===== src/rtl/core/bfhp_pkg.sv =====
// ----------------------------------------------------------------------------
// bfhp_pkg
// Shared widths, register indexes, frame positions and types of the bus
// frame header parser.
// ----------------------------------------------------------------------------
`timescale 1ns / 1ps
`default_nettype none

package bfhp_pkg;

    // Field widths
    localparam int BYTE_W   = 8;
    localparam int ADDR_W   = 24;
    localparam int POS_W    = 9;
    localparam int PRIO_W   = 2;
    localparam int CFG_IDX_W = 2;

    // Configuration register indexes
    localparam logic [CFG_IDX_W-1:0] CFG_NODE_ADDRESS = 2'd0;
    localparam logic [CFG_IDX_W-1:0] CFG_START_MARKER = 2'd1;

    // Configuration reset values
    localparam logic [ADDR_W-1:0] NODE_ADDRESS_RST = 24'h010203;
    localparam logic [BYTE_W-1:0] START_MARKER_RST = 8'h03;

    // Byte positions within a frame
    localparam logic [POS_W-1:0] POS_IDLE     = 9'd0;
    localparam logic [POS_W-1:0] POS_MARKER   = 9'd1;
    localparam logic [POS_W-1:0] POS_SENDER_0 = 9'd2;
    localparam logic [POS_W-1:0] POS_SENDER_1 = 9'd3;
    localparam logic [POS_W-1:0] POS_SENDER_2 = 9'd4;
    localparam logic [POS_W-1:0] POS_RECV_0   = 9'd5;
    localparam logic [POS_W-1:0] POS_RECV_1   = 9'd6;
    localparam logic [POS_W-1:0] POS_RECV_2   = 9'd7;
    localparam logic [POS_W-1:0] POS_TYPE     = 9'd8;
    localparam logic [POS_W-1:0] POS_LENGTH   = 9'd9;
    localparam logic [POS_W-1:0] POS_FLAGS    = 9'd10;

    // Flags byte bit positions
    localparam int FLAG_PHYS_BIT   = 4;
    localparam int FLAG_ANSWER_BIT = 5;

    typedef struct packed {
        logic [ADDR_W-1:0] node_address;
        logic [BYTE_W-1:0] start_marker;
    } t_cfg;

    typedef struct packed {
        logic [POS_W-1:0]  frame_position;
        logic              bad_marker;
        logic              header_done;
        logic              payload_valid;
        logic              frame_end;
        logic              id_match;
        logic [ADDR_W-1:0] sender_address;
        logic [BYTE_W-1:0] frame_type;
        logic [BYTE_W-1:0] payload_length;
        logic              address_physical;
        logic              answer_expected;
        logic [PRIO_W-1:0] priority_level;
    } t_result;

    // Count of ones in the three priority bits of the flags byte
    function automatic logic [PRIO_W-1:0] prio_count(input logic [BYTE_W-1:0] flags);
        prio_count = PRIO_W'(flags[0]) + PRIO_W'(flags[1]) + PRIO_W'(flags[2]);
    endfunction

endpackage

`default_nettype wire


===== src/rtl/core/bfhp_ifs.sv =====
// ----------------------------------------------------------------------------
// bfhp channel interfaces
// Valid/ready channels for received bytes, configuration writes and
// parsed results.
// ----------------------------------------------------------------------------
`timescale 1ns / 1ps
`default_nettype none

interface bfhp_byte_if
    import bfhp_pkg::*;
();
    logic              valid;
    logic              ready;
    logic [BYTE_W-1:0] bus_byte;

    modport source (output valid, output bus_byte, input ready);
    modport sink   (input valid, input bus_byte, output ready);
endinterface

interface bfhp_cfg_if
    import bfhp_pkg::*;
();
    logic                 valid;
    logic                 ready;
    logic [CFG_IDX_W-1:0] index;
    logic [ADDR_W-1:0]    data;

    modport source (output valid, output index, output data, input ready);
    modport sink   (input valid, input index, input data, output ready);
endinterface

interface bfhp_result_if
    import bfhp_pkg::*;
();
    logic              valid;
    logic              ready;
    logic [POS_W-1:0]  frame_position;
    logic              bad_marker;
    logic              header_done;
    logic              payload_valid;
    logic              frame_end;
    logic              id_match;
    logic [ADDR_W-1:0] sender_address;
    logic [BYTE_W-1:0] frame_type;
    logic [BYTE_W-1:0] payload_length;
    logic              address_physical;
    logic              answer_expected;
    logic [PRIO_W-1:0] priority_level;

    modport source (
        output valid, input ready,
        output frame_position, bad_marker, header_done, payload_valid, frame_end,
        output id_match, sender_address, frame_type, payload_length,
        output address_physical, answer_expected, priority_level
    );
    modport sink (
        input valid, output ready,
        input frame_position, bad_marker, header_done, payload_valid, frame_end,
        input id_match, sender_address, frame_type, payload_length,
        input address_physical, answer_expected, priority_level
    );
endinterface

`default_nettype wire


===== src/rtl/core/bfhp_cfg_regs.sv =====
// ----------------------------------------------------------------------------
// bfhp_cfg_regs
// Node address and start marker registers, written by index.
// ----------------------------------------------------------------------------
`timescale 1ns / 1ps
`default_nettype none

module bfhp_cfg_regs
    import bfhp_pkg::*;
(
    input  wire logic                 i_clk,
    input  wire logic                 i_rst_n,
    input  wire logic                 i_wr_en,
    input  wire logic [CFG_IDX_W-1:0] i_wr_index,
    input  wire logic [ADDR_W-1:0]    i_wr_data,
    output t_cfg                      o_cfg
);

    t_cfg r_cfg;

    // Decode the index; writes beyond the register list drop
    always_ff @(posedge i_clk) begin
        if (!i_rst_n) begin
            r_cfg.node_address <= NODE_ADDRESS_RST;
            r_cfg.start_marker <= START_MARKER_RST;
        end else if (i_wr_en) begin
            if (i_wr_index == CFG_NODE_ADDRESS) begin
                r_cfg.node_address <= i_wr_data;
            end else if (i_wr_index == CFG_START_MARKER) begin
                r_cfg.start_marker <= i_wr_data[BYTE_W-1:0];
            end
        end
    end

    assign o_cfg = r_cfg;

endmodule

`default_nettype wire


===== src/rtl/core/bfhp_parse.sv =====
// ----------------------------------------------------------------------------
// bfhp_parse
// Frame position counter and header field registers; computes the result
// of one byte in a single pass.
// ----------------------------------------------------------------------------
`timescale 1ns / 1ps
`default_nettype none

module bfhp_parse
    import bfhp_pkg::*;
(
    input  wire logic              i_clk,
    input  wire logic              i_rst_n,
    input  wire logic              i_accept,
    input  wire logic [BYTE_W-1:0] i_bus_byte,
    input  wire t_cfg              i_cfg,
    output t_result                o_result
);

    logic [POS_W-1:0]  r_byte_position, n_byte_position;
    logic [ADDR_W-1:0] r_sender, n_sender;
    logic [ADDR_W-1:0] r_receiver, n_receiver;
    logic [BYTE_W-1:0] r_type, n_type;
    logic [BYTE_W-1:0] r_length, n_length;
    logic              r_phys, n_phys;
    logic              r_answer, n_answer;
    logic [PRIO_W-1:0] r_prio, n_prio;
    logic              r_match, n_match;

    logic [POS_W-1:0]  pos;
    logic [POS_W-1:0]  end_pos;
    logic              bad;
    logic              hdr;
    logic              pay;
    logic              fend;
    logic              match_shown;

    // Decode the byte by its position in the frame
    always_comb begin
        n_sender   = r_sender;
        n_receiver = r_receiver;
        n_type     = r_type;
        n_length   = r_length;
        n_phys     = r_phys;
        n_answer   = r_answer;
        n_prio     = r_prio;
        bad        = 1'b0;
        hdr        = 1'b0;
        pay        = 1'b0;
        fend       = 1'b0;
        match_shown = r_match;
        pos        = r_byte_position + POS_W'(1);
        end_pos    = POS_W'(r_length) + POS_FLAGS;

        priority if (pos == POS_MARKER) begin
            bad = (i_bus_byte != i_cfg.start_marker);
        end else if (pos == POS_SENDER_0) begin
            n_sender[23:16] = i_bus_byte;
        end else if (pos == POS_SENDER_1) begin
            n_sender[15:8] = i_bus_byte;
        end else if (pos == POS_SENDER_2) begin
            n_sender[7:0] = i_bus_byte;
        end else if (pos == POS_RECV_0) begin
            n_receiver[23:16] = i_bus_byte;
        end else if (pos == POS_RECV_1) begin
            n_receiver[15:8] = i_bus_byte;
        end else if (pos == POS_RECV_2) begin
            n_receiver[7:0] = i_bus_byte;
            if ({r_receiver[23:8], i_bus_byte} == i_cfg.node_address) begin
                match_shown = 1'b1;
            end
        end else if (pos == POS_TYPE) begin
            n_type = i_bus_byte;
        end else if (pos == POS_LENGTH) begin
            n_length = i_bus_byte;
        end else if (pos >= POS_FLAGS) begin
            if (pos == POS_FLAGS) begin
                n_phys   = i_bus_byte[FLAG_PHYS_BIT];
                n_answer = i_bus_byte[FLAG_ANSWER_BIT];
                n_prio   = prio_count(i_bus_byte);
                hdr      = 1'b1;
            end else begin
                pay = 1'b1;
            end
            fend = (pos >= end_pos);
        end

        // Drop back to idle on a bad marker or the last byte
        if (bad || fend) begin
            n_byte_position = POS_IDLE;
            n_match         = 1'b0;
        end else begin
            n_byte_position = pos;
            n_match         = match_shown;
        end
    end

    // Hold frame state; advance only on an accepted byte
    always_ff @(posedge i_clk) begin
        if (!i_rst_n) begin
            r_byte_position <= POS_IDLE;
            r_sender        <= '0;
            r_receiver      <= '0;
            r_type          <= '0;
            r_length        <= '0;
            r_phys          <= 1'b0;
            r_answer        <= 1'b0;
            r_prio          <= '0;
            r_match         <= 1'b0;
        end else if (i_accept) begin
            r_byte_position <= n_byte_position;
            r_sender        <= n_sender;
            r_receiver      <= n_receiver;
            r_type          <= n_type;
            r_length        <= n_length;
            r_phys          <= n_phys;
            r_answer        <= n_answer;
            r_prio          <= n_prio;
            r_match         <= n_match;
        end
    end

    // Assemble the result of this byte
    always_comb begin
        o_result.frame_position   = n_byte_position;
        o_result.bad_marker       = bad;
        o_result.header_done      = hdr;
        o_result.payload_valid    = pay;
        o_result.frame_end        = fend;
        o_result.id_match         = match_shown;
        o_result.sender_address   = n_sender;
        o_result.frame_type       = n_type;
        o_result.payload_length   = n_length;
        o_result.address_physical = n_phys;
        o_result.answer_expected  = n_answer;
        o_result.priority_level   = n_prio;
    end

endmodule

`default_nettype wire


===== src/rtl/core/bfhp_out_reg.sv =====
// ----------------------------------------------------------------------------
// bfhp_out_reg
// Result register with valid/ready; reloads in the cycle it is read.
// ----------------------------------------------------------------------------
`timescale 1ns / 1ps
`default_nettype none

module bfhp_out_reg
    import bfhp_pkg::*;
(
    input  wire logic    i_clk,
    input  wire logic    i_rst_n,
    input  wire logic    i_load,
    input  wire t_result i_result,
    input  wire logic    i_ready,
    output logic         o_can_load,
    output logic         o_valid,
    output t_result      o_result
);

    logic    r_valid;
    t_result r_result;

    // Free when empty or when the held request leaves this cycle
    assign o_can_load = !r_valid || i_ready;

    // Track occupancy
    always_ff @(posedge i_clk) begin
        if (!i_rst_n) begin
            r_valid <= 1'b0;
        end else if (o_can_load) begin
            r_valid <= i_load;
        end
    end

    // Capture the result; hold it while the receiver stalls
    always_ff @(posedge i_clk) begin
        if (i_load && o_can_load) begin
            r_result <= i_result;
        end
    end

    assign o_valid  = r_valid;
    assign o_result = r_result;

endmodule

`default_nettype wire


===== src/rtl/core/bus_frame_header_parser.sv =====
// ----------------------------------------------------------------------------
// bus_frame_header_parser
// Tracks each received bus byte's place in a frame and decodes the header.
//
// Usage:
//   i_byte   - one received bus byte per request.
//   i_cfg    - register writes: index 0 node address, index 1 start marker;
//              always ready outside reset, other indexes are ignored.
//   o_result - one result per byte: frame position, marker/header/payload/
//              end flags, address match and the stored header fields.
// Output: the result is registered and shown in the cycle after the byte is accepted.
// Throughput: one byte per cycle unless the result side stalls; the position
//   decode, one 24-bit address compare and one 9-bit end compare fit between
//   the frame registers and the result register.
// Reset: counter, match flag and header fields clear to zero, node address
//   returns to 0x010203 and start marker to 0x03.
// Stall: while a result waits unread and the receiver holds ready low,
//   i_byte.ready is low; a byte is still taken in the cycle the held result
//   is read.
// ----------------------------------------------------------------------------
`timescale 1ns / 1ps
`default_nettype none

module bus_frame_header_parser
    import bfhp_pkg::*;
(
    input  wire logic     i_clk,
    input  wire logic     i_rst_n,
    bfhp_byte_if.sink     i_byte,
    bfhp_cfg_if.sink      i_cfg,
    bfhp_result_if.source o_result
);

    t_cfg    cfg;
    t_result parse_result;
    t_result held_result;
    logic    can_load;
    logic    byte_accept;

    // Accept a byte whenever the result register can take it
    assign i_byte.ready = i_rst_n && can_load;
    assign byte_accept  = i_byte.valid && i_byte.ready;
    assign i_cfg.ready  = i_rst_n;

    bfhp_cfg_regs u_cfg_regs (
        .i_clk      (i_clk),
        .i_rst_n    (i_rst_n),
        .i_wr_en    (i_cfg.valid && i_cfg.ready),
        .i_wr_index (i_cfg.index),
        .i_wr_data  (i_cfg.data),
        .o_cfg      (cfg)
    );

    bfhp_parse u_parse (
        .i_clk      (i_clk),
        .i_rst_n    (i_rst_n),
        .i_accept   (byte_accept),
        .i_bus_byte (i_byte.bus_byte),
        .i_cfg      (cfg),
        .o_result   (parse_result)
    );

    bfhp_out_reg u_out_reg (
        .i_clk      (i_clk),
        .i_rst_n    (i_rst_n),
        .i_load     (byte_accept),
        .i_result   (parse_result),
        .i_ready    (o_result.ready),
        .o_can_load (can_load),
        .o_valid    (o_result.valid),
        .o_result   (held_result)
    );

    // Drive the result channel fields
    assign o_result.frame_position   = held_result.frame_position;
    assign o_result.bad_marker       = held_result.bad_marker;
    assign o_result.header_done      = held_result.header_done;
    assign o_result.payload_valid    = held_result.payload_valid;
    assign o_result.frame_end        = held_result.frame_end;
    assign o_result.id_match         = held_result.id_match;
    assign o_result.sender_address   = held_result.sender_address;
    assign o_result.frame_type       = held_result.frame_type;
    assign o_result.payload_length   = held_result.payload_length;
    assign o_result.address_physical = held_result.address_physical;
    assign o_result.answer_expected  = held_result.answer_expected;
    assign o_result.priority_level   = held_result.priority_level;

endmodule

`default_nettype wire


===== src/flat_wrapper.sv =====
// flat-port wrapper written by rule: the top's interface ports become plain ports
module bus_frame_header_parser_flat import bfhp_pkg::*;
  (i_clk, i_rst_n, i_byte_valid, i_byte_bus_byte, i_byte_ready, i_cfg_valid, i_cfg_index, i_cfg_data, i_cfg_ready, o_result_valid, o_result_ready, o_result_frame_position, o_result_bad_marker, o_result_header_done, o_result_payload_valid, o_result_frame_end, o_result_id_match, o_result_sender_address, o_result_frame_type, o_result_payload_length, o_result_address_physical, o_result_answer_expected, o_result_priority_level);
  bfhp_byte_if i_byte_i ();
  bfhp_cfg_if i_cfg_i ();
  bfhp_result_if o_result_i ();
  input  wire logic i_clk;
  input  wire logic i_rst_n;
  input wire logic [$bits(i_byte_i.valid)-1:0] i_byte_valid;
  input wire logic [$bits(i_byte_i.bus_byte)-1:0] i_byte_bus_byte;
  output wire logic [$bits(i_byte_i.ready)-1:0] i_byte_ready;
  input wire logic [$bits(i_cfg_i.valid)-1:0] i_cfg_valid;
  input wire logic [$bits(i_cfg_i.index)-1:0] i_cfg_index;
  input wire logic [$bits(i_cfg_i.data)-1:0] i_cfg_data;
  output wire logic [$bits(i_cfg_i.ready)-1:0] i_cfg_ready;
  output wire logic [$bits(o_result_i.valid)-1:0] o_result_valid;
  input wire logic [$bits(o_result_i.ready)-1:0] o_result_ready;
  output wire logic [$bits(o_result_i.frame_position)-1:0] o_result_frame_position;
  output wire logic [$bits(o_result_i.bad_marker)-1:0] o_result_bad_marker;
  output wire logic [$bits(o_result_i.header_done)-1:0] o_result_header_done;
  output wire logic [$bits(o_result_i.payload_valid)-1:0] o_result_payload_valid;
  output wire logic [$bits(o_result_i.frame_end)-1:0] o_result_frame_end;
  output wire logic [$bits(o_result_i.id_match)-1:0] o_result_id_match;
  output wire logic [$bits(o_result_i.sender_address)-1:0] o_result_sender_address;
  output wire logic [$bits(o_result_i.frame_type)-1:0] o_result_frame_type;
  output wire logic [$bits(o_result_i.payload_length)-1:0] o_result_payload_length;
  output wire logic [$bits(o_result_i.address_physical)-1:0] o_result_address_physical;
  output wire logic [$bits(o_result_i.answer_expected)-1:0] o_result_answer_expected;
  output wire logic [$bits(o_result_i.priority_level)-1:0] o_result_priority_level;
  assign i_byte_i.valid = i_byte_valid;
  assign i_byte_i.bus_byte = i_byte_bus_byte;
  assign i_byte_ready = i_byte_i.ready;
  assign i_cfg_i.valid = i_cfg_valid;
  assign i_cfg_i.index = i_cfg_index;
  assign i_cfg_i.data = i_cfg_data;
  assign i_cfg_ready = i_cfg_i.ready;
  assign o_result_valid = o_result_i.valid;
  assign o_result_i.ready = o_result_ready;
  assign o_result_frame_position = o_result_i.frame_position;
  assign o_result_bad_marker = o_result_i.bad_marker;
  assign o_result_header_done = o_result_i.header_done;
  assign o_result_payload_valid = o_result_i.payload_valid;
  assign o_result_frame_end = o_result_i.frame_end;
  assign o_result_id_match = o_result_i.id_match;
  assign o_result_sender_address = o_result_i.sender_address;
  assign o_result_frame_type = o_result_i.frame_type;
  assign o_result_payload_length = o_result_i.payload_length;
  assign o_result_address_physical = o_result_i.address_physical;
  assign o_result_answer_expected = o_result_i.answer_expected;
  assign o_result_priority_level = o_result_i.priority_level;
  bus_frame_header_parser u_core (.i_clk(i_clk), .i_rst_n(i_rst_n), .i_byte(i_byte_i), .i_cfg(i_cfg_i), .o_result(o_result_i));
endmodule

===== config.mk =====
export PLATFORM = sky130hd
export DESIGN_NAME = bus_frame_header_parser_flat
export DESIGN_NICKNAME = d
export VERILOG_FILES = /design/src/rtl/core/bfhp_pkg.sv /design/src/rtl/core/bfhp_ifs.sv /design/src/rtl/core/bfhp_cfg_regs.sv /design/src/rtl/core/bfhp_parse.sv /design/src/rtl/core/bfhp_out_reg.sv /design/src/rtl/core/bus_frame_header_parser.sv /design/src/flat_wrapper.sv
export SDC_FILE = /design/constraint.sdc
export NUM_CORES = 1
export LEC_CHECK = 0
export ABC_AREA = 1
export BUFFER_PORTS_ARGS = -buffer_cell sky130_fd_sc_hd__buf_2
export CAP_MARGIN = 20
export CORE_MARGIN = 2
export CORE_UTILIZATION = 40
export CTS_BUF_LIST = sky130_fd_sc_hd__clkbuf_16
export DETAILED_ROUTE_END_ITERATION = 8
export PLACE_DENSITY = 0.68
export SLEW_MARGIN = 20
export SYNTH_ARGS = -nofsm -noshare
export SYNTH_HDL_FRONTEND = slang
export SYNTH_HIERARCHICAL = 1
export SYNTH_SLANG_ARGS = --single-unit

===== constraint.sdc =====
create_clock -name i_clk -period 5.45 [get_ports i_clk]
set_input_delay 0.545 -clock i_clk [delete_from_list [all_inputs] [get_ports i_clk]]
set_output_delay 0.545 -clock i_clk [all_outputs]
set_load 0.02 [all_outputs]

== Yosys cells after proc, flatten, opt, wreduce, memory -nomap -nowiden ==
Index checks and enable logic that the tools add are counted.
W data, S select, Z words.
Word-level totals
  flip-flop bits (word level): 161
  logic and storage cells: 143
  ROM bits: 0
  bits in writable memories: 0
  memories kept: 0
  latch bits: 0
Cells by class
  eq/ne operators: 13
  shifts and indexed selects: 0
  magnitude comparators: 2
  bitwise gates (word level): 7
  divide/modulo/power cells: 0
  $add $sub $neg: 4
  multipliers: 0
  reductions and logical operators: 13
  mux-type cells: 79
Operator list (number)
  $mux W8: 21
  $mux W1: 44
  $eq A9 B3 Y1 const B: 4
  $eq A9 B4 Y1 const B: 3
  $eq A24 B24 Y1: 1
  $mux W24: 1
  $mux W2: 11
  $eq A9 B2 Y1 const B: 2
  $mux W16: 1
  $reduce_or A10 Y1: 1
  $add A8 B4 Y9 const B: 1
  $add A9 B1 Y9 const B: 1
  $eq A9 B1 Y1 const B: 1
  $ge A9 B4 Y1 const B: 1
  $ge A9 B9 Y1: 1
  $mux W9: 1
  $ne A8 B8 Y1: 1
  $not A1 Y1: 7
  $reduce_and A7 Y1: 1
  $reduce_and A6 Y1: 1
  $logic_and A1 B1 Y1: 4
  $reduce_and A3 Y1: 1
  $add A1 B1 Y2: 1
  $add A2 B1 Y2: 1
  5 further kinds: 6

== Longest topological paths before layout ==
Gate-level depths: netlist (run 1).
  depth after elaboration: 14
  mapped depth: 16
  depth with buffers taken out: 15

== By module ==
The synthesis (run 1) kept the hierarchy.
Modules (own cells, without submodules)
  bfhp_parse: cells each 800, area each 5116.2 um2, times used 1
  bfhp_out_reg: cells each 65, area each 1793.0 um2, times used 1
  bfhp_cfg_regs: cells each 197, area each 1423.9 um2, times used 1
  bus_frame_header_parser: cells each 7, area each 32.5 um2, times used 1

== Worst setup path before layout (run 1) ==
OpenSTA, ideal clock, no wires.
  path type: input to register
  start point: input port o_result_ready
  end point: register u_core.u_out_reg.r_result (netlist bit u_core/u_out_reg/o_result[0]), enable pin
  slack: 1.179 ns
  arrival time: 3.778 ns
  stages on the path: 6
  buffers on the path: 0
  cells stage by stage: inv_2 > nand2_2 > nand2_1 > nor2_2 > inv_1 > a21oi_1
On the way
  longest elaborated chain between the ends: 4
RTL lines
  start: declaration: line flat_wrapper.sv:17  | input wire logic [$bits(o_result_i.ready)-1:0] o_result_ready;
  $logic_or A1 B1 Y1: line bfhp_out_reg.sv:25  | assign o_can_load = !r_valid || i_ready;
  via u_core.can_load: line bus_frame_header_parser.sv:37  | logic can_load;
  $logic_and A1 B1 Y1: line bus_frame_header_parser.sv:41  | assign i_byte.ready = i_rst_n && can_load;
  $logic_and A1 B1 Y1: line bus_frame_header_parser.sv:42  | assign byte_accept = i_byte.valid && i_byte.ready;
  via u_core.byte_accept: line bus_frame_header_parser.sv:38  | logic byte_accept;
  $logic_and A1 B1 Y1: line bfhp_out_reg.sv:38  | if (i_load && o_can_load) begin
  end signal: assignment: line bfhp_out_reg.sv:39  | r_result <= i_result;
  end: declaration: line bfhp_out_reg.sv:22  | t_result r_result;
The timed path passes the listed nets, and every way through them passes these cells.
A chain may end at the register's enable or synchronous reset.

==> summary.txt, run 1 <==
crit path cell chain: ha_1 > nand2_2 > nor2_1 > nand2_1 > nand2_1 > nand2_2 > ha_1 > nand2_1 > nor2_1 > nand3b_1 > nand4_1 > nand4_2 > nand3_1 > inv_1
Die H: 149 µm
commonest non-fill, non-tap cells in the layout: nand2_1 (210), inv_1 (179), nor2_1 (130), dfxtp_1 (103), buf_2 (99)
fin crit period: 3.13 ns
WL final: 18600 µm
TritonCTS clock tree: done
sequential standard cell area: 3800 µm²
Critical Path RT: 5.62 ns
Slew headroom: 26.9%
Crit Path Class: register to register
commonest non-fill, non-tap cell in the layout: nand2_1
initial antenna violation count: 0
endpoints failing setup: 0
RSZ-0062 raised after global routing: false
placed cell count: 1387
fin nets: 1191
vias in the first global route: 6075
pwr/cell area: 307 nW/µm²
CTS Root Cell: clkbuf_16
Syn. warnings: 6
Post-CTS Setup Inserts: 0
Seq cells post-synth: 161
hold_buf cts: 0
sequential share of the synthesized area: 45.5%
core area: 20400 µm²
fraction of the cycle the final worst path needs: 57.5%
Final ANT Viol Nets: 0
number of synthesized flops with an enable pin: 58
HP Class: input port to register
drt via density: 4.71
Post-Route Setup TNS: 0 ns
I/O pin cnt: 100
# rows: 52
clock-pin slew on the worst setup and hold paths: 0.06 ns
first-pass GRT wire length: 29900 µm
Total GRT Usage: 17.2%
Avg WL per Cell: 13.1 µm
Final Max Tran Viols: 0
Synth async-reset ratio: 0%
maximum fanout along the worst path: 15
worst path bufs/invs: 1
post_cts resized: 0
Clock Tree Buf Depth: 2
Syn Inst Count: 1069
non-filler cells in the finished layout: 1419
Multi-input gate area: 3490 µm²
max-cap violations: 0
Die Footprint: 22100 µm²
Fmax: 319 MHz
synth unique cells: 43
clock skew: 0.00904 ns
Worst setup EP type: register
post-route cell area: 9430 µm²
# diodes: 0
largest net degree at the start of global routing: 67
pre-CTS WS: 2.06 ns
Sink Count: 161
CP max stage cell: dfxtp_1
dpl cell area: 8860 µm²
synthesized area: 8370 µm²
DRC Markers: 0
via count: 6681
Final WS setup: 2.32 ns
Leak: 4.59 nW
peak supply drop: 0.000206 V
Die Span X: 149 µm
outcome: complete, no violations
area grow syn2layout: 12.7%
share of layout cells above drive strength 1: 18.9%
Hold Slack: 0.366 ns
placer congestion estimate: 0.835
crit path launch type: register
Mapped Nets: 1124
Top FF cell, synth: dfxtp_1
Pwr Total: 2.89 mW
Initial Util: 41.1%
setup slack on the worst flop-to-flop path: 2.32 ns
final hold violations: 0
hpwl dp: 12600 µm
CTS H-tree depth: 4
fillers: 2000
Num CTS Buffers: 17
PortBufs: 99
CP top delay family: simple AND/OR/NAND/NOR gates
clk_lat worst skew: 0.42 ns
max incr delay on CP: 0.48 ns
DRT iter0 DRCs: 472
most frequent CP cell: nand2_1
Mapped Avg Cell Area: 7.83 µm²
transition time at the pin with the least slew margin: 1.09 ns
fin util: 46.3%
GRT overflow: 0
DRT Pass-1 Iters: 5
CP Data Arrival Time: 3.31 ns
cell families (layout without fill, tap and decap cells):
kind of cell	after synthesis	count (layout)	synth area share [%]
AND/OR/NAND/NOR	469	469	26.0
buffers and inverters	239	319	13.0
AO/OA/AOI/OAI	170	170	11.5
flip-flops	161	161	45.5
adder cells (fa/ha/maj)	16	16	2.48
XOR/XNOR	14	14	1.56
flip-flops by register name, summed over array words and instances (netlist names):
signal / cells
u_core/u_cfg_regs/o_cfg: 32
u_core/u_out_reg/o_result: 58
u_core/u_out_reg/o_valid: 1
u_core/u_parse/r_answer: 1
u_core/u_parse/r_byte_position: 9
u_core/u_parse/r_length: 8
u_core/u_parse/r_match: 1
u_core/u_parse/r_phys: 1
u_core/u_parse/r_prio: 2
u_core/u_parse/r_receiver: 16
u_core/u_parse/r_sender: 24
u_core/u_parse/r_type: 8
power breakdown:
part / leakage [nW] / switching, mW / internal (mW)
Clock: 0.293 / 0.463 / 0.672
Sequential: 1.40 / 0.0302 / 1.31
Combinational: 2.90 / 0.284 / 0.128
Total: 4.59 / 0.777 / 2.11
cell type report:
class,instances,share of cell area (%)
Clock inverter,13,0.969
Tap cell,270,3.58
Timing Repair Buffer,105,5.73
Inverter,182,7.30
Clock buffer,19,5.04
Sequential cell,161,40.3
Multi-Input combinational cell,669,37.0
worst register-to-register path, delay by kind of cell (launching register included):
family	cells	cell delay, ns
adders and majority gates	2	0.70
DFF	1	0.48
buffers and inverters	1	0.05
and+or+nand+nor	11	1.67
synthesized netlist by cell type (4+ instances only):
library cell  count  area share [%]
a21oi_1          67             4.0
buf_2            11            0.66
buf_4            12             1.1
buf_6             9             1.2
clkbuf_1         20            0.90
dfxtp_1         103              25
edfxtp_1         58              21
ha_1             15             2.2
inv_1           176             7.9
inv_2             4            0.18
nand2_1         210             9.4
nand2_2          20             1.5
nand3_1          62             3.7
nand3_2          11             1.3
nand4_1           9            0.67
nor2_1          130             5.8
nor2_2            6            0.45
nor2_8            4            0.96
o21ai_0          21             1.3
o21ai_1          54             3.2
o21ai_2          23             2.4
xor2_1           11             1.2
worst paths after layout:
check / from / endpoint / cells after the start
hold reg to reg: u_core/u_cfg_regs/o_cfg[0] / u_core/u_cfg_regs/o_cfg[0] / 2
setup / recovery: u_core/u_parse/r_byte_position[1] / u_core/u_out_reg/o_result[57] / 14
hold / removal: i_cfg_data[6] / u_core/u_cfg_regs/o_cfg[6] / 3
setup reg to reg: u_core/u_parse/r_byte_position[1] / u_core/u_out_reg/o_result[57] / 14
metal layers:
| layer | global-route usage [%] | up-vias | wire (µm) |
|---|---|---|---|
| li1 | - | 3497 | - |
| met1 | 23.2 | 3012 | 8590 |
| met2 | 27.5 | 149 | 8630 |
| met3 | 3.62 | 23 | 887 |
| met4 | 5.95 | 0 | 440 |
| met5 | 0 | - | 0 |
Power figures use the tool's default switching activity.
==> inputs of run 2 (changes only) <==
==> constraint.sdc (replaced) <==
create_clock -name i_clk -period 3.2 [get_ports i_clk]
set_input_delay 0.32 -clock i_clk [delete_from_list [all_inputs] [get_ports i_clk]]
set_output_delay 0.32 -clock i_clk [all_outputs]
set_load 0.02 [all_outputs]
==> run 2 against run 1 <==
Compared with the run above: first-iteration DRC count shrank 4.9%; fmax grew 12%; hold slack lost 0.24 ns; core utilization grew 0.25 points; via count grew 0.28%; combinational power grew 71%; largest power group unchanged; highest routed layer unchanged; clock power grew 75%.
==> summary.txt, run 2 (synthesized netlist as in run 1, its figures left out) <==
clock-pin slew on the worst setup and hold paths: 0.07 ns (about the same)
final hold violations: 0 (unchanged)
Num CTS Buffers: 17 (unchanged)
hold_buf cts: 0 (unchanged)
CTS H-tree depth: 4 (unchanged)
Final WS setup: 0.406 ns (-1.91 ns)
RSZ-0062 raised after global routing: false
initial antenna violation count: 0 (unchanged)
peak supply drop: 0.000405 V (+96%)
largest net degree at the start of global routing: 67 (unchanged)
DRT Pass-1 Iters: 5 (unchanged)
# diodes: 0 (unchanged)
Post-CTS Setup Inserts: 0 (unchanged)
GRT overflow: 0 (unchanged)
Crit Path Class: register to register
pwr/cell area: 527 nW/µm² (+72%)
Final ANT Viol Nets: 0 (unchanged)
Post-Route Setup TNS: 0 ns (unchanged)
DRT iter0 DRCs: 449 (-4.9%)
commonest non-fill, non-tap cell in the layout: nand2_1
Clock Tree Buf Depth: 2 (unchanged)
Die Span X: 149 µm (unchanged)
placer congestion estimate: 0.868 (+3.9%)
fin crit period: 2.79 ns (-0.339 ns)
Die H: 149 µm (unchanged)
dpl cell area: 8890 µm² (+0.34%)
Initial Util: 41.1% (unchanged)
WL final: 18600 µm (about the same)
crit path launch type: register
I/O pin cnt: 100 (unchanged)
TritonCTS clock tree: done
drt via density: 4.71 (about the same)
Leak: 4.62 nW (+0.56%)
CP Data Arrival Time: 2.98 ns (-0.33 ns)
CTS Root Cell: clkbuf_16
Pwr Total: 5.00 mW (+73%)
pre-CTS WS: 0.315 ns (-1.75 ns)
Worst setup EP type: register
post_cts resized: 0 (unchanged)
placed cell count: 1391 (+0.29%)
core area: 20400 µm² (unchanged)
CP max stage cell: dfxtp_1
fin nets: 1195 (+0.34%)
outcome: complete, no violations
endpoints failing setup: 0 (unchanged)
# rows: 52 (unchanged)
fraction of the cycle the final worst path needs: 87.3% (+30 points)
clock skew: 0.00705 ns (-0.00198 ns)
Fmax: 358 MHz (+12%)
Total GRT Usage: 17.4% (+0.15 points)
vias in the first global route: 6064 (-0.18%)
share of layout cells above drive strength 1: 19.4% (+0.54 points)
Multi-input gate area: 3500 µm² (+0.25%)
PortBufs: 99 (unchanged)
post-route cell area: 9480 µm² (+0.54%)
most frequent CP cell: nand2_1
max incr delay on CP: 0.48 ns (about the same)
Die Footprint: 22100 µm² (unchanged)
setup slack on the worst flop-to-flop path: 0.41 ns (-1.91 ns)
HP Class: input port to register
Slew headroom: 50.8% (+24 points)
Final Max Tran Viols: 0 (unchanged)
area grow syn2layout: 13.3%
sequential standard cell area: 3800 µm² (unchanged)
fillers: 1959 (-2.1%)
hpwl dp: 12700 µm (+0.34%)
clk_lat worst skew: 0.43 ns (about the same)
crit path cell chain: ha_1 > nand2_2 > nor2_1 > nand2_1 > nand2_1 > nand2_2 > ha_1 > nand2_1 > nor2_1 > nand3b_1 > nand4_1 > nand4_4 > nand3_1 > inv_1
transition time at the pin with the least slew margin: 0.738 ns (-0.357 ns)
max-cap violations: 0 (unchanged)
first-pass GRT wire length: 30300 µm (+1.2%)
DRC Markers: 0 (unchanged)
maximum fanout along the worst path: 11 (-4)
Avg WL per Cell: 13.0 µm (-0.23%)
via count: 6700 (+0.28%)
Critical Path RT: 3.39 ns (-2.23 ns)
non-filler cells in the finished layout: 1423 (+0.28%)
commonest non-fill, non-tap cells in the layout: nand2_1 (210), inv_1 (177), nor2_1 (130), dfxtp_1 (103), buf_2 (99)
Largest register FFs: 58 (unchanged)
Sink Count: 161 (unchanged)
[run 2: critical path: cells and delay by family, from the launching register on]
kind | cells | cell delay (ns)
DFF | 1 | 0.48
adders and majority gates | 2 | 0.60
and+or+nand+nor | 11 | 1.40
buffers and inverters | 1 | 0.06
[run 2: worst paths after layout]
| kind | start | end | cells past startpoint |
|---|---|---|---|
| min reg2reg | u_core/u_cfg_regs/o_cfg[24] | u_core/u_cfg_regs/o_cfg[24] | 2 |
| max | u_core/u_parse/r_byte_position[1] | u_core/u_out_reg/o_result[57] | 14 |
| min | i_cfg_data[5] | u_core/u_cfg_regs/o_cfg[5] | 3 |
| max reg2reg | u_core/u_parse/r_byte_position[1] | u_core/u_out_reg/o_result[57] | 14 |
[run 2: cell type report]
class                           instances  share of cell area [%]
Clock buffer                           19                    5.02
Clock inverter                         13                    1.10
Inverter                              182                    7.26
Multi-Input combinational cell        669                    36.9
Sequential cell                       161                    40.1
Tap cell                              270                    3.56
Timing Repair Buffer                  109                    6.02
[run 2: per-stage QoR]
stage,hold WS (ns),utilization (%)
2_1_floorplan,0.441,-
5_1_grt,0.127,46.6
3_3_place_gp,0.473,43.7
4_1_cts,0.112,46.5
3_5_place_dp,0.474,43.7
6_report,0.127,46.6
[run 2: where the power goes]
| group | internal, mW | leakage, nW | switching, mW | total (mW) |
|---|---|---|---|---|
| Clock | 1.16 | 0.298 | 0.839 | 2.00 |
| Combinational | 0.226 | 2.92 | 0.482 | 0.708 |
| Sequential | 2.24 | 1.40 | 0.0535 | 2.29 |
| Total | 3.62 | 4.62 | 1.37 | 5.00 |
[run 2: layer usage]
layer  track usage (%)  vias up  part of all wire [%]
met4              6.52        0                   2.0
met2              28.5      159                    47
met3              3.25       27                   5.3
li1                  -     3504                     -
met1              22.8     3010                    46
met5                 0        -                     0
==> inputs of run 3 (changes only) <==
--- a/config.mk
+++ b/config.mk
@@ -8,6 +8,7 @@
 export ABC_AREA = 1
 export BUFFER_PORTS_ARGS = -buffer_cell sky130_fd_sc_hd__buf_2
 export CAP_MARGIN = 20
+export CORE_ASPECT_RATIO = 0.9
 export CORE_MARGIN = 2
 export CORE_UTILIZATION = 40
 export CTS_BUF_LIST = sky130_fd_sc_hd__clkbuf_16
==> run 3 against run 2 <==
Compared with the run above: combinational power is 1% higher; first-iteration DRC count fell by 6.5%; cell count decreased by 0.63%; total power hardly changed; count of clock-buffer cells in the layout fell by 2.
==> summary.txt, run 3 (synthesized netlist as in run 1, its figures left out) <==
outcome: complete, no violations
Fmax: 360 MHz (+0.68%)
clock skew: 0.0113 ns (+0.00427 ns)
WL final: 18900 µm (+2.0%)
transition time at the pin with the least slew margin: 0.958 ns (+0.220 ns)
area grow syn2layout: 13.2% (about the same)
fin nets: 1196 (+0.084%)
CTS H-tree depth: 4 (unchanged)
reg-to-reg critical path endpoint: u_core/u_out_reg/o_result[57]
maximum fanout along the worst path: 11 (unchanged)
Worst setup EP type: register
I/O pin cnt: 100 (unchanged)
placer congestion estimate: 0.885 (+2.0%)
largest net degree at the start of global routing: 59 (-12%)
Slew headroom: 36.0% (-15 points)
max incr delay on CP: 0.47 ns (about the same)
DRT Pass-1 Iters: 5 (unchanged)
Num CTS Buffers: 17 (unchanged)
vias in the first global route: 6033 (-0.51%)
Die H: 141 µm (-5.0%)
Leak: 4.61 nW (-0.29%)
share of layout cells above drive strength 1: 19.6% (+0.16 points)
PortBufs: 99 (unchanged)
hpwl dp: 12800 µm (+1.0%)
clock-pin slew on the worst setup and hold paths: 0.06 ns (about the same)
CTS Root Cell: clkbuf_16
Clock Tree Buf Depth: 2 (unchanged)
Sink Count: 161 (unchanged)
CP Data Arrival Time: 2.96 ns (-0.02 ns)
Hold Slack: 0.139 ns (+0.0126 ns)
placed cell count: 1382 (-0.65%)
pwr/cell area: 527 nW/µm² (about the same)
final hold violations: 0 (unchanged)
setup slack on the worst flop-to-flop path: 0.42 ns (+0.02 ns)
# rows: 50 (-3.8%)
peak supply drop: 0.000376 V (-7.2%)
R2R cell count: 14 (unchanged)
Critical Path RT: 3.38 ns (about the same)
Final ANT Viol Nets: 0 (unchanged)
fraction of the cycle the final worst path needs: 86.7% (-0.59 points)
Die Span X: 156 µm (+5.3%)
Avg WL per Cell: 13.4 µm (+2.6%)
DRT iter0 DRCs: 420 (-6.5%)
via count: 6727 (+0.40%)
hold_buf cts: 0 (unchanged)
HP Class: input port to register
RSZ-0062 raised after global routing: false
TritonCTS clock tree: done
CP max stage cell: dfxtp_1
# diodes: 0 (unchanged)
core area: 20600 µm² (+1.4%)
Crit Path Class: register to register
Pwr Total: 5.00 mW (about the same)
GRT overflow: 0 (unchanged)
Post-Route Setup TNS: 0 ns (unchanged)
Min-Delay Endpoint: u_core/u_cfg_regs/o_cfg[7]
Largest register FFs: 58 (unchanged)
commonest non-fill, non-tap cell in the layout: nand2_1
Initial Util: 40.5% (-0.56 points)
max-cap violations: 0 (unchanged)
non-filler cells in the finished layout: 1414 (-0.63%)
most frequent CP cell: nand2_1
first-pass GRT wire length: 30600 µm (+1.0%)
Total GRT Usage: 17.6% (+0.26 points)
min-delay src: i_cfg_data[7]
Worst Hold Depth: 3 (unchanged)
commonest non-fill, non-tap cells in the layout: nand2_1 (210), inv_1 (176), nor2_1 (130), dfxtp_1 (103), buf_2 (99)
crit path cell chain: ha_1 > nand2_2 > nor2_1 > nand2_1 > nand2_1 > nand2_2 > ha_1 > nand2_1 > nor2_1 > nand3b_1 > nand4_1 > nand4_4 > nand3_1 > inv_1
drt via density: 4.76 (+1.0%)
reg-to-reg startpoint: u_core/u_parse/r_byte_position[1]
Final Max Tran Viols: 0 (unchanged)
clk_lat worst skew: 0.43 ns (about the same)
DRC Markers: 0 (unchanged)
Die Footprint: 22100 µm² (about the same)
fin crit period: 2.78 ns (-0.0189 ns)
initial antenna violation count: 0 (unchanged)
Post-CTS Setup Inserts: 0 (unchanged)
endpoints failing setup: 0 (unchanged)
crit path launch type: register
[run 3: cell types whose count changed in the layout (fill, tap and decap cells not counted)]
cell | previous run | this run
inv_6 | 1 | 5
clkinv_4 | 4 | 6
inv_2 | 6 | 4
clkbuf_16 | 19 | 17
clkinv_2 | 1 | 0
inv_4 | 3 | 0
inv_1 | 177 | 176
clkinvlp_4 | 0 | 1
inv_8 | 0 | 2
buf_4 | 10 | 11
[run 3: area by class of cell]
type | count | area [µm²]
Tap cell | 260 | 325
Clock inverter | 15 | 151
Clock buffer | 17 | 425
Sequential cell | 161 | 3800
Timing Repair Buffer | 110 | 578
Multi-Input combinational cell | 669 | 3500
Fill cell | 2029 | 11200
Inverter | 182 | 688
[run 3: critical path: cells and delay by family (launching register included)]
kind	cells	cell delay [ns]
and+or+nand+nor	11	1.39
adders and majority gates	2	0.61
DFF	1	0.47
buffers and inverters	1	0.07
[run 3: timing repair]
| action | CTS | global route |
|---|---|---|
| endpoints found under the hold margin | 0 | 0 |
| endpoints found under the setup margin | 0 | 1 |
| gates resized for setup | 0 | 1 |
[run 3: per-layer routing]
metal | up-vias | global-route usage (%) | part of all wire [%]
met5 | - | 0 | 0
li1 | 3505 | - | -
met4 | 0 | 4.93 | 1.0
met2 | 148 | 27.1 | 45
met3 | 14 | 4.64 | 4.5
met1 | 3060 | 24.5 | 49
[run 3: report_power, final]
group          internal, mW  total, mW  switching (mW)
Combinational         0.227      0.717           0.491
Clock                  1.10       1.99           0.894
Sequential             2.24       2.29          0.0514
[run 3: worst max-delay path by stage]
stage                     depth (start not counted)                            end                         startpoint  slack, ns
after detailed placement                         14  u_core/u_out_reg/o_result[57]  u_core/u_parse/r_byte_position[0]       0.30
final                                            14  u_core/u_out_reg/o_result[57]  u_core/u_parse/r_byte_position[1]       0.42
after global placement                           14  u_core/u_out_reg/o_result[57]  u_core/u_parse/r_byte_position[0]       0.45
after CTS                                        14  u_core/u_out_reg/o_result[57]  u_core/u_parse/r_byte_position[0]       0.30
after global routing                             14  u_core/u_out_reg/o_result[57]  u_core/u_parse/r_byte_position[0]       0.18
after floorplan                                   5   u_core/u_out_reg/o_result[0]           u_core/u_out_reg/o_valid       0.37
[run 3: per-stage QoR]
stage	area (µm²)	utilization, %	worst slack [ns]
after floorplan	8370	-	0.370
after global placement	8890	43.0	0.448
after detailed placement	8890	43.0	0.296
after CTS	9460	45.8	0.300
after global routing	9470	45.9	0.178
final	9470	45.9	0.424
